==> src/rtl/chd_pkg.sv <==
// shared types, constants and the cordic angle table for the compass heading block
`timescale 1ns / 1ps

package chd_pkg;

   localparam int SAMPLE_BITS       = 16;
   localparam int CORDIC_ITERATIONS = 16;
   localparam int SAMPLE_WIDTH      = 16;
   localparam int DIFF_BITS         = SAMPLE_BITS + 1;
   localparam int PROD_WIDTH        = 2 * DIFF_BITS;
   localparam int FRAC_BITS         = 16;
   localparam int CORDIC_WIDTH      = PROD_WIDTH + FRAC_BITS + 3;
   localparam int Z_WIDTH           = 27;
   localparam int DEG_WIDTH         = 11;
   localparam int HEADING_BITS      = 9;
   localparam int ANGLE_BITS        = 22;
   localparam int STEP_BITS         = 5;

   localparam logic [15:0]                CALIB_RESET  = 16'd3000;
   localparam logic signed [SAMPLE_BITS-1:0] MAX_RESET = -16'sd1000;
   localparam logic signed [SAMPLE_BITS-1:0] MIN_RESET = 16'sd1000;
   localparam logic signed [Z_WIDTH-1:0]  HALF_TURN    = 27'sd11796480;
   localparam logic signed [DEG_WIDTH-1:0] FULL_CIRCLE = 11'sd360;

   typedef struct packed {
      logic signed [SAMPLE_BITS-1:0] x_raw;
      logic signed [SAMPLE_BITS-1:0] y_raw;
   } req_type;

   typedef struct packed {
      logic [HEADING_BITS-1:0] heading_deg;
      logic                    heading_valid;
   } rsp_type;

   // atan(2^-i) in degrees, 16 fractional bits, truncated
   function automatic logic [ANGLE_BITS-1:0] atan_deg(input logic [STEP_BITS-1:0] step);
      logic [ANGLE_BITS-1:0] val;
      case (step)
         5'd0:    val = 22'd2949120;
         5'd1:    val = 22'd1740967;
         5'd2:    val = 22'd919879;
         5'd3:    val = 22'd466945;
         5'd4:    val = 22'd234378;
         5'd5:    val = 22'd117303;
         5'd6:    val = 22'd58666;
         5'd7:    val = 22'd29334;
         5'd8:    val = 22'd14667;
         5'd9:    val = 22'd7333;
         5'd10:   val = 22'd3666;
         5'd11:   val = 22'd1833;
         5'd12:   val = 22'd916;
         5'd13:   val = 22'd458;
         5'd14:   val = 22'd229;
         5'd15:   val = 22'd114;
         5'd16:   val = 22'd57;
         5'd17:   val = 22'd28;
         5'd18:   val = 22'd14;
         5'd19:   val = 22'd7;
         5'd20:   val = 22'd3;
         5'd21:   val = 22'd1;
         default: val = 22'd0;
      endcase
      return val;
   endfunction

endpackage

==> src/rtl/chd_cordic.sv <==
// iterative vectoring cordic: angle of (px, py) in whole degrees 0..359
`timescale 1ns / 1ps

module chd_cordic #(
   parameter int CORDIC_ITERATIONS = chd_pkg::CORDIC_ITERATIONS
) (
   input  logic                                  clock,
   input  logic                                  reset,
   input  logic                                  start,
   input  logic signed [chd_pkg::PROD_WIDTH-1:0] px,
   input  logic signed [chd_pkg::PROD_WIDTH-1:0] py,
   output logic                                  done,
   output logic [chd_pkg::HEADING_BITS-1:0]      heading
);

   localparam int CW = chd_pkg::CORDIC_WIDTH;
   localparam int ZW = chd_pkg::Z_WIDTH;
   localparam int DW = chd_pkg::DEG_WIDTH;
   localparam int IW = $clog2(CORDIC_ITERATIONS + 1);

   typedef enum logic [1:0] {
      ST_IDLE,
      ST_ITER,
      ST_CONV
   } state_type;

   state_type                     state_ff, state_in;
   logic signed [CW-1:0]          x_ff, x_in, y_ff, y_in;
   logic signed [ZW-1:0]          z_ff, z_in;
   logic [IW-1:0]                 iter_ff, iter_in;
   logic                          done_ff, done_in;
   logic [chd_pkg::HEADING_BITS-1:0] heading_ff, heading_in;

   logic [chd_pkg::STEP_BITS-1:0] step;
   logic signed [CW-1:0]          x_start, dx, dy;
   logic signed [ZW-1:0]          ang;
   logic signed [DW-1:0]          deg_t, deg_a;

   assign step    = chd_pkg::STEP_BITS'(iter_ff);
   assign x_start = CW'(px) <<< chd_pkg::FRAC_BITS;
   assign dx      = y_ff >>> step;
   assign dy      = x_ff >>> step;
   assign ang     = ZW'(chd_pkg::atan_deg(step));

   always_comb begin
      // truncate toward zero, then fold into 0..359
      deg_t = DW'(z_ff >>> chd_pkg::FRAC_BITS);
      if (z_ff < 0 && z_ff[chd_pkg::FRAC_BITS-1:0] != '0) begin
         deg_t = deg_t + DW'(1);
      end
      deg_a = deg_t;
      if (deg_a < 0) begin
         deg_a = deg_a + chd_pkg::FULL_CIRCLE;
      end
      if (deg_a >= chd_pkg::FULL_CIRCLE) begin
         deg_a = deg_a - chd_pkg::FULL_CIRCLE;
      end
      if (deg_a < 0) begin
         deg_a = '0;
      end
   end

   always_comb begin
      state_in   = state_ff;
      x_in       = x_ff;
      y_in       = y_ff;
      z_in       = z_ff;
      iter_in    = iter_ff;
      done_in    = 1'b0;
      heading_in = heading_ff;
      case (state_ff)
         ST_IDLE: begin
            if (start) begin
               iter_in = '0;
               if (px == '0 && py == '0) begin
                  heading_in = '0;
                  done_in    = 1'b1;
               end else if (px < 0) begin
                  // left half plane: turn by half a circle first
                  x_in     = -x_start;
                  y_in     = -(CW'(py) <<< chd_pkg::FRAC_BITS);
                  z_in     = (py >= 0) ? chd_pkg::HALF_TURN : -chd_pkg::HALF_TURN;
                  state_in = ST_ITER;
               end else begin
                  x_in     = x_start;
                  y_in     = CW'(py) <<< chd_pkg::FRAC_BITS;
                  z_in     = '0;
                  state_in = ST_ITER;
               end
            end
         end
         ST_ITER: begin
            if (y_ff >= 0) begin
               x_in = x_ff + dx;
               y_in = y_ff - dy;
               z_in = z_ff + ang;
            end else begin
               x_in = x_ff - dx;
               y_in = y_ff + dy;
               z_in = z_ff - ang;
            end
            iter_in = iter_ff + IW'(1);
            if (iter_ff == IW'(CORDIC_ITERATIONS - 1)) begin
               state_in = ST_CONV;
            end
         end
         ST_CONV: begin
            heading_in = chd_pkg::HEADING_BITS'(deg_a);
            done_in    = 1'b1;
            state_in   = ST_IDLE;
         end
         default: begin
            state_in = ST_IDLE;
         end
      endcase
   end

   always_ff @(posedge clock) begin
      if (reset) begin
         state_ff <= ST_IDLE;
         done_ff  <= 1'b0;
      end else begin
         state_ff <= state_in;
         done_ff  <= done_in;
      end
      x_ff       <= x_in;
      y_ff       <= y_in;
      z_ff       <= z_in;
      iter_ff    <= iter_in;
      heading_ff <= heading_in;
   end

   assign done    = done_ff;
   assign heading = heading_ff;

endmodule

==> src/rtl/compass_heading_with_calibration_top.sv <==
// top level: min/max calibration, offset and range scaling, heading sequencer
`timescale 1ns / 1ps

// Compass heading from X/Y magnetometer samples with hard-iron calibration.
// Requests arrive on req_valid/req_stall with req_data (x_raw, y_raw); each
// request gives exactly one result on rsp_valid/rsp_stall with rsp_data
// (heading_deg, heading_valid). The csr_ channel writes calib_samples; it is
// always ready and should be written only while the block is idle.
// The first calib_samples requests only widen the per-axis min/max and return
// heading_valid 0, skipping the multiplier and the cordic. A heading request
// passes through the one shared 17x17 multiplier, used twice for the scaled
// vector, and then the cordic, which does one micro-rotation per cycle. A zero
// vector skips the rotations.
// One request is in work at a time; req_stall is low only while the sequencer
// is idle. A finished result sits in the output register while the next
// request is accepted; if the receiver stalls, the sequencer holds its next
// result until the output register frees up.
// Synchronous reset clears the calibration state, restores calib_samples to
// 3000 and drops rsp_valid.
module compass_heading_with_calibration_top #(
   parameter int CORDIC_ITERATIONS = chd_pkg::CORDIC_ITERATIONS,
   parameter int SAMPLE_WIDTH      = chd_pkg::SAMPLE_WIDTH
) (
   input  logic             clock,
   input  logic             reset,
   input  logic             req_valid,
   output logic             req_stall,
   input  chd_pkg::req_type req_data,
   output logic             rsp_valid,
   input  logic             rsp_stall,
   output chd_pkg::rsp_type rsp_data,
   input  logic             csr_valid,
   output logic             csr_ready,
   input  logic [15:0]      csr_data
);

   localparam int SB = chd_pkg::SAMPLE_BITS;
   localparam int DB = chd_pkg::DIFF_BITS;
   localparam int PW = chd_pkg::PROD_WIDTH;

   typedef enum logic [2:0] {
      ST_IDLE,
      ST_DECIDE,
      ST_MUL_X,
      ST_MUL_Y,
      ST_START,
      ST_WAIT,
      ST_FINISH
   } state_type;

   state_type               state_ff, state_in;
   logic [15:0]             calib_ff, calib_in;
   logic [15:0]             count_ff, count_in;
   logic                    calibrated_ff, calibrated_in;
   logic signed [SB-1:0]    xmax_ff, xmax_in, xmin_ff, xmin_in;
   logic signed [SB-1:0]    ymax_ff, ymax_in, ymin_ff, ymin_in;
   logic signed [SB-1:0]    xs_ff, xs_in, ys_ff, ys_in;
   logic signed [DB-1:0]    xdiff_ff, xdiff_in, ydiff_ff, ydiff_in;
   logic signed [DB-1:0]    xrange_ff, xrange_in, yrange_ff, yrange_in;
   logic signed [PW-1:0]    px_ff, px_in, py_ff, py_in;
   chd_pkg::rsp_type        result_ff, result_in;
   logic                    rsp_valid_ff, rsp_valid_in;
   chd_pkg::rsp_type        rsp_data_ff, rsp_data_in;

   logic signed [DB-1:0]    xsum, ysum, xoff, yoff;
   logic signed [DB-1:0]    mul_a, mul_b;
   logic signed [PW-1:0]    mul_p;
   logic [15:0]             count_next;
   logic                    cordic_start, cordic_done;
   logic [chd_pkg::HEADING_BITS-1:0] cordic_heading;

   assign count_next = count_ff + 16'd1;

   // offsets truncate toward zero
   assign xsum = DB'(xmax_ff) + DB'(xmin_ff);
   assign ysum = DB'(ymax_ff) + DB'(ymin_ff);
   assign xoff = (xsum + $signed(DB'(xsum < 0))) >>> 1;
   assign yoff = (ysum + $signed(DB'(ysum < 0))) >>> 1;

   // one shared multiplier for both scaled components
   assign mul_a = (state_ff == ST_MUL_X) ? xdiff_ff : ydiff_ff;
   assign mul_b = (state_ff == ST_MUL_X) ? yrange_ff : xrange_ff;
   assign mul_p = PW'(mul_a) * PW'(mul_b);

   assign cordic_start = (state_ff == ST_START);

   chd_cordic #(
      .CORDIC_ITERATIONS (CORDIC_ITERATIONS)
   ) u_cordic (
      .clock   (clock),
      .reset   (reset),
      .start   (cordic_start),
      .px      (px_ff),
      .py      (py_ff),
      .done    (cordic_done),
      .heading (cordic_heading)
   );

   always_comb begin
      state_in      = state_ff;
      calib_in      = calib_ff;
      count_in      = count_ff;
      calibrated_in = calibrated_ff;
      xmax_in       = xmax_ff;
      xmin_in       = xmin_ff;
      ymax_in       = ymax_ff;
      ymin_in       = ymin_ff;
      xs_in         = xs_ff;
      ys_in         = ys_ff;
      xdiff_in      = xdiff_ff;
      ydiff_in      = ydiff_ff;
      xrange_in     = xrange_ff;
      yrange_in     = yrange_ff;
      px_in         = px_ff;
      py_in         = py_ff;
      result_in     = result_ff;
      rsp_valid_in  = rsp_valid_ff && rsp_stall;
      rsp_data_in   = rsp_data_ff;

      if (csr_valid) begin
         calib_in = csr_data;
      end

      case (state_ff)
         ST_IDLE: begin
            if (req_valid) begin
               xs_in    = SB'(signed'(req_data.x_raw[SAMPLE_WIDTH-1:0]));
               ys_in    = SB'(signed'(req_data.y_raw[SAMPLE_WIDTH-1:0]));
               state_in = ST_DECIDE;
            end
         end
         ST_DECIDE: begin
            if (!calibrated_ff && count_ff < calib_ff) begin
               if (xs_ff > xmax_ff) xmax_in = xs_ff;
               if (xs_ff < xmin_ff) xmin_in = xs_ff;
               if (ys_ff > ymax_ff) ymax_in = ys_ff;
               if (ys_ff < ymin_ff) ymin_in = ys_ff;
               count_in      = count_next;
               calibrated_in = (count_next >= calib_ff);
               result_in     = '0;
               state_in      = ST_FINISH;
            end else begin
               calibrated_in = 1'b1;
               xdiff_in      = DB'(xs_ff) - xoff;
               ydiff_in      = DB'(ys_ff) - yoff;
               xrange_in     = DB'(xmax_ff) - DB'(xmin_ff);
               yrange_in     = DB'(ymax_ff) - DB'(ymin_ff);
               state_in      = ST_MUL_X;
            end
         end
         ST_MUL_X: begin
            px_in    = mul_p;
            state_in = ST_MUL_Y;
         end
         ST_MUL_Y: begin
            py_in    = mul_p;
            state_in = ST_START;
         end
         ST_START: begin
            state_in = ST_WAIT;
         end
         ST_WAIT: begin
            if (cordic_done) begin
               result_in.heading_deg   = cordic_heading;
               result_in.heading_valid = 1'b1;
               state_in                = ST_FINISH;
            end
         end
         ST_FINISH: begin
            if (!rsp_valid_ff || !rsp_stall) begin
               rsp_valid_in = 1'b1;
               rsp_data_in  = result_ff;
               state_in     = ST_IDLE;
            end
         end
         default: begin
            state_in = ST_IDLE;
         end
      endcase
   end

   always_ff @(posedge clock) begin
      if (reset) begin
         state_ff      <= ST_IDLE;
         calib_ff      <= chd_pkg::CALIB_RESET;
         count_ff      <= '0;
         calibrated_ff <= 1'b0;
         xmax_ff       <= chd_pkg::MAX_RESET;
         xmin_ff       <= chd_pkg::MIN_RESET;
         ymax_ff       <= chd_pkg::MAX_RESET;
         ymin_ff       <= chd_pkg::MIN_RESET;
         rsp_valid_ff  <= 1'b0;
      end else begin
         state_ff      <= state_in;
         calib_ff      <= calib_in;
         count_ff      <= count_in;
         calibrated_ff <= calibrated_in;
         xmax_ff       <= xmax_in;
         xmin_ff       <= xmin_in;
         ymax_ff       <= ymax_in;
         ymin_ff       <= ymin_in;
         rsp_valid_ff  <= rsp_valid_in;
      end
      xs_ff       <= xs_in;
      ys_ff       <= ys_in;
      xdiff_ff    <= xdiff_in;
      ydiff_ff    <= ydiff_in;
      xrange_ff   <= xrange_in;
      yrange_ff   <= yrange_in;
      px_ff       <= px_in;
      py_ff       <= py_in;
      result_ff   <= result_in;
      rsp_data_ff <= rsp_data_in;
   end

   assign req_stall = (state_ff != ST_IDLE);
   assign csr_ready = 1'b1;
   assign rsp_valid = rsp_valid_ff;
   assign rsp_data  = rsp_data_ff;

endmodule
==> config.mk <==
export PLATFORM = sky130hd
export DESIGN_NAME = compass_heading_with_calibration_top
export DESIGN_NICKNAME = d
export VERILOG_FILES = /design/src/rtl/chd_pkg.sv /design/src/rtl/chd_cordic.sv /design/src/rtl/compass_heading_with_calibration_top.sv
export SDC_FILE = /design/constraint.sdc
export NUM_CORES = 2
export LEC_CHECK = 0
export ABC_AREA = 1
export CORE_AREA = 2 2 291 293
export CTS_BUF_LIST = sky130_fd_sc_hd__clkbuf_16
export DETAILED_ROUTE_END_ITERATION = 16
export DIE_AREA = 0 0 293 295
export DONT_BUFFER_PORTS = 1
export PLACE_DENSITY = 0.81
export SLEW_MARGIN = 20
export SYNTH_ARGS = -nofsm -noshare
export SYNTH_HDL_FRONTEND = slang
export SYNTH_SLANG_ARGS = --single-unit
export TNS_END_PERCENT = 1
==> constraint.sdc <==
create_clock -name clock -period 11.95 [get_ports clock]
set_input_delay 2.39 -clock clock [delete_from_list [all_inputs] [get_ports clock]]
set_output_delay 2.39 -clock clock [all_outputs]
set_load 0.005 [all_outputs]
## Word level (Yosys, flattened, before mapping)

Memory sizes are Yosys's and may differ from the RTL's. A register that Yosys moved wholly into a read port is not among the register bits.
Cells that the tools add are included.

- Multiplexer cells: 46
- Bitwise gates (word level): 1
- Magnitude comparators: 15
- Shifts and indexed selects: 2
- Reductions and logical operators: 31
- Equal/unequal tests: 17
- Add/subtract/negate cells: 21
- Multiply operators: 1

Operators with widths:

| cell | number |
|---|---|
| 53-bit 2-to-1 mux | 8 |
| 53-bit one-hot mux with 2 select lines | 2 |
| 27-bit 2-to-1 mux | 5 |
| 53-bit adder | 2 |
| 50-bit negator with 53-bit output | 2 |
| 53-bit by 5-bit >>> shifter with 53-bit output | 2 |
| 53-bit subtractor | 2 |
| 34-bit logical NOT | 2 |
| 16-bit by 16-bit subtractor with 17-bit output | 4 |
| 27-bit one-hot mux with 2 select lines | 1 |
| 53-bit by 1-bit >= comparator with 1-bit output, second input constant | 1 |
| 16-bit < comparator | 3 |
| 16-bit by 16-bit adder with 17-bit output | 2 |
| 17-bit by 2-bit adder with 17-bit output | 2 |
| 34-bit by 1-bit >= comparator with 1-bit output, second input constant | 1 |
| 17-bit by 1-bit < comparator with 1-bit output, second input constant | 2 |
| 34-bit by 1-bit < comparator with 1-bit output, second input constant | 1 |
| 17-bit by 17-bit multiplier with 34-bit output | 1 |
| 17-bit 2-to-1 mux | 2 |
| 11-bit 2-to-1 mux | 3 |
| 16-bit greater-than comparator | 2 |
| 27-bit by 23-bit adder with 27-bit output | 1 |
| 27-bit by 1-bit < comparator with 1-bit output, second input constant | 1 |
| 9-bit 2-to-1 mux | 3 |
| other kinds (39) | 79 |

- Register bits: 439
- Output and inout bits: 13
- Memories kept: 1
- Memory bits (read-only): 704

Memory list:

| name | depth | width | read ports | clocked after memory_dff | write ports | RTL line | RTL |
|---|---|---|---|---|---|---|---|
| (name not given) | 32 | 22 | 1 | 1 | 0 | chd_pkg.sv:38 | `case (step)` |

## Logic depth before layout (Yosys ltp)

- Word-level depth: 10
- Mapped depth: 36
- Mapped depth without buffers: 35

## Cells and area by module

Synthesis repeated with hierarchy kept, for this count alone.

- Cell total of the unflattened synthesis: 8135
- Area, all modules: 56569.3 µm²

Modules (own cells, without submodules):

| module | area each (µm²) | cells an instance | seq. area each (µm²) | times used |
|---|---|---|---|---|
| compass_heading_with_calibration_top | 29963.7 | 3568 | 7667.4 | 1 |
| chd_cordic | 26605.5 | 4567 | 4914.7 | 1 |

## Worst setup path after synthesis

Ideal clock, no wire load.

- Path kind: register to register
- Start point: register state_ff[2]
- End point: register px_ff[33], data pin
- Setup slack: 4.818 ns
- Period minus slack after synthesis: 7.132 ns
- Library setup time: 0.273 ns
- Stages on the path, launching flop included: 24
- Required time: 11.677 ns
- Arrival: 6.859 ns
- Cell sequence: dfxtp_1 > inv_1 > nand2_1 > inv_1 > or2_2 > o21ai_1 > clkinv_1 > nor2_1 > fa_1 > fa_1 > fa_1 > fa_1 > fa_1 > inv_1 > fa_1 > inv_1 > ha_1 > nand2_1 > nor4_1 > nand3_1 > nand3_1 > a21oi_1 > o31ai_1 > xor2_1

- Word-level cells in the longest chain between the ends: 3
- Elaborated cells between the ends (all ways): 4
- Those cells by class: mul (1); eq/ne (1); mux (2)

RTL lines:

| what | RTL line | RTL |
|---|---|---|
| start: declaration | compass_heading_with_calibration_top.sv:51 | `state_type state_ff, state_in;` |
| start signal: assignment | compass_heading_with_calibration_top.sv:194 | `state_ff <= state_in;` |
| 3-bit by 2-bit equality test with 1-bit output * | compass_heading_with_calibration_top.sv:81, compass_heading_with_calibration_top.sv:82 |  |
| 17-bit 2-to-1 mux (on tied branches) | compass_heading_with_calibration_top.sv:81, compass_heading_with_calibration_top.sv:82 |  |
| 17-bit by 17-bit multiplier with 34-bit output * | compass_heading_with_calibration_top.sv:83 | `assign mul_p = PW'(mul_a) * PW'(mul_b);` |
| net mul_p[33] | compass_heading_with_calibration_top.sv:67 | `logic signed [PW-1:0] mul_p;` |
| end signal: assignment | compass_heading_with_calibration_top.sv:210 | `px_ff <= px_in;` |
| end: declaration | compass_heading_with_calibration_top.sv:60 | `logic signed [PW-1:0] px_ff, px_in, py_ff, py_in;` |

Mark *: on every way through the listed nets, which the timed path passes. The rest lies on a longest branch.
A chain may end at the register's enable or synchronous reset.

## Worst setup path in the final report

- Start point: register state_ff[2]
- End point: register py_ff[33], data pin

- Word-level cells in the longest chain between the ends: 3
- Elaborated cells between the ends (all ways): 4
- Those cells by class: mul (1); eq/ne (1); mux (2)

RTL lines:

| what | RTL line | RTL |
|---|---|---|
| 3-bit by 2-bit equality test with 1-bit output * | compass_heading_with_calibration_top.sv:81, compass_heading_with_calibration_top.sv:82 |  |
| 17-bit 2-to-1 mux (on tied branches) | compass_heading_with_calibration_top.sv:81, compass_heading_with_calibration_top.sv:82 |  |
| 17-bit by 17-bit multiplier with 34-bit output * | compass_heading_with_calibration_top.sv:83 |  |
| net mul_p[33] | compass_heading_with_calibration_top.sv:67 |  |
| end signal: assignment | compass_heading_with_calibration_top.sv:211 | `py_ff <= py_in;` |
| end: declaration | compass_heading_with_calibration_top.sv:60 |  |

Marked as above.

==> out/metrics.cfg <==
[sta]
drv_slew=0
fin_crit_sh_pct=70.2
period_minus_slack_ns=8.39
slew_headroom_pct=26.3
fin_worst_skew_ns=0.0502
final_hold_viol_count=0
setup_violations=0
tightest_slew_ns=1.11
rsz0062_at_grt=no
fmax_ghz=0.119
fin_hold_ws_ns=0.421
tns_ns=0

[cts]
insertion_delay_ns=0.64
post-cts-setup-buffer-count=0
cts-root-buf=clkbuf_16
ctsResizeCount=0
cts_buffer_depth=3
cts_tree=yes
numCtsBuffers=52
h-tree-depth=2
ctsHoldBuffers=0
cts.sinks=461
cts.clk_slew.worst_paths_ns=0.07

[cells_and_area]
area_growth_pct=4.53
fin_cells=8622
fillers=7158
fin_nets=8287
fin_area_sq_um=56200
drive_gt1_share_pct=3.73

[placed_design]
place_hpwl_mm=143
io_buffers=0
globalplace.congestion=1.07
dp.cells=8529
placed_area_sq_um=54400

[floorplan]
coreArea_sq_um=83200
ios=66
rows=106
die_h_microns=295
die_w_microns=293
initial_utilization_pct=64.7
dieArea_sq_um=86400

[synth]
ys.flop_type=edfxtp_1
synth_cell_types=68
synth_top_area_share_pct=18.7
syn_area_sq_um=53800
syn_inst=7636
yosysTopAreaCell=edfxtp_1
async_flop_share_pct=0
yosysWarnings=0
syn_nets=8420
synth_edf_count=335
yosysSeqAreaShare_pct=23.4
synth_area_per_cell_sq_um=7.04
synth.area.top_cells=edfxtp_1, nand2_1, fa_1
synth-seq-cells=461

[global_route]
grtUsageTotal_pct=41.0
grt_pass1_wl_mm=278
grt-ovfl-total=0
busiest_layer=met2
grt_pass1_vias=51462
antenna_found_initial=0
grt_max_degree=103
use_met2_pct=70.5
use_met3_pct=6.60
use_met1_pct=48.6

[critical_path]
path_common_cell=fa_1
cpPeakStageDelay_ns=0.55
reg2reg_from=state_ff[2]
cp-end-kind=register
critical_path_required_ns=12.30
worstSetupPathType=register to register
crit_buf_inv=7
crit_arrival_ns=8.74
reg2reg_slack_ns=3.56
path_max_fanout=64
crit_family=adder cells
worst_setup_path_start_kind=register
crit_slowest_cell=fa_1
startpoint=state_ff[2]

[drt]
routedWlPerCell_microns=20.8
drt_iter0_markers=5540
avgViaCountPerCell=6.15
ant_nets=0
dr_total_vias=53055
firstDrtPassIters=7
post-route-drc-count=0
wl_mm=180

[run]
maxCapViolations=0

[hold_path]
hold_path_class=register to register
holdCritStartpoint=result_ff[6]

[status]
status=finished, final reports clean

## worst paths after layout
path	cells after the start	endpoint
setup / recovery	25	py_ff[33]
hold reg to reg	0	rsp_data[6]
hold / removal	0	rsp_data[6]
setup reg to reg	25	py_ff[33]
## per-stage QoR
| step | setup slack [ns] | util [%] |
|---|---|---|
| after floorplan | 4.82 | - |
| after global placement | 3.86 | 65.5 |
| after detailed placement | 3.70 | 65.5 |
| after CTS | 3.64 | 67.6 |
| after global routing | 3.09 | 67.6 |
| final | 3.56 | 67.6 |
## cell type report
class | count | area, sq um | area share, %
clock inverter | 34 | 333 | 0.592
timing repair buffer | 57 | 428 | 0.761
clock buffer | 58 | 1450 | 2.58
sequential | 461 | 12600 | 22.4
antenna | 1 | 2.50 | 0.00445
multi-input combinational | 5898 | 36200 | 64.4
inverter | 1033 | 3880 | 6.90
tap | 1080 | 1350 | 2.40
## sequential cells by signal (all words and copies together) (netlist names), 10 cells and up
register and cells:
calib_ff 16, count_ff 16, xs_ff 16, u_cordic.x_ff 53, xdiff_ff 17, xrange_ff 17, ymin_ff 16, xmin_ff 16
result_ff 10, u_cordic.z_ff 27, py_ff 34, xmax_ff 16, ys_ff 16, rsp_data 10, u_cordic.y_ff 53, ymax_ff 16
u_cordic.ang 22, ydiff_ff 17, px_ff 34, yrange_ff 17
## per-layer routing
layer | routed length, microns | part of all wire [%]
met5 | 0 | 0
met2 | 85900 | 48
met3 | 15400 | 8.6
met1 | 66200 | 37
met4 | 12000 | 6.7
## cell usage after synthesis, types with 11 or more instances
cell and instances:
edfxtp_1 335, a31oi_1 39, xnor2_1 83, o21bai_1 23, a21o_1 24, nand3_1 801, buf_6 16, ha_1 426
nor2_2 21, o22ai_1 16, a21oi_1 528, xor2_1 204, nand4_1 53, clkbuf_1 114, nor3_1 82, nor2_1 809
fa_1 305, or2_2 13, o31ai_1 17, o211ai_1 30, o21ai_0 429, dfxtp_1 126, inv_2 23, o21ai_1 53
nand3_2 11, buf_1 36, inv_1 999, nor4_1 19, a211oi_1 12, a21boi_0 19, o21a_1 23, buf_2 67
nand2_1 1748, nand2_2 37
## placed cells by master (no fill, tap or decap), types with 10 or more instances in the layout
cell type / Yosys / layout
buf_4: 10 / 57
nor2_1: 809 / 806
a21oi_1: 528 / 528
o21a_1: 23 / 23
nor2_2: 21 / 22
nor3_1: 82 / 82
clkbuf_16: 0 / 58
inv_1: 999 / 1004
o21ai_1: 53 / 54
o31ai_1: 17 / 17
nand3_2: 11 / 11
o211ai_1: 30 / 30
inv_2: 23 / 26
xor2_1: 204 / 204
o21bai_1: 23 / 23
edfxtp_1: 335 / 335
nor4_1: 19 / 19
clkinv_1: 10 / 15
ha_1: 426 / 426
or2_2: 13 / 13
o21ai_0: 429 / 428
nand2_1: 1748 / 1746
a21o_1: 24 / 24
o22ai_1: 16 / 16
a211oi_1: 12 / 12
a21boi_0: 19 / 19
nand3b_1: 10 / 10
nand4_1: 53 / 53
dfxtp_1: 126 / 126
fa_1: 305 / 305
nand2_2: 37 / 38
nand3_1: 801 / 801
a31oi_1: 39 / 39
xnor2_1: 83 / 83
## kinds of logic after synthesis
| kind of cell | Yosys count | share of synthesized area (%) |
|---|---|---|
| flip-flops | 461 | 23.4 |
| other | 1 | 0.00697 |
| buffers and inverters | 1277 | 9.36 |
| AO/OA/AOI/OAI | 1247 | 12.7 |
| AND/OR/NAND/NOR | 3630 | 28.6 |
| multiplexers | 2 | 0.0372 |
| adder cells (fa/ha/maj) | 731 | 21.3 |
| XOR/XNOR | 287 | 4.67 |
Power is not shown: default switching activity piles up to over one toggle a cycle in this logic, so the estimate is an artifact.
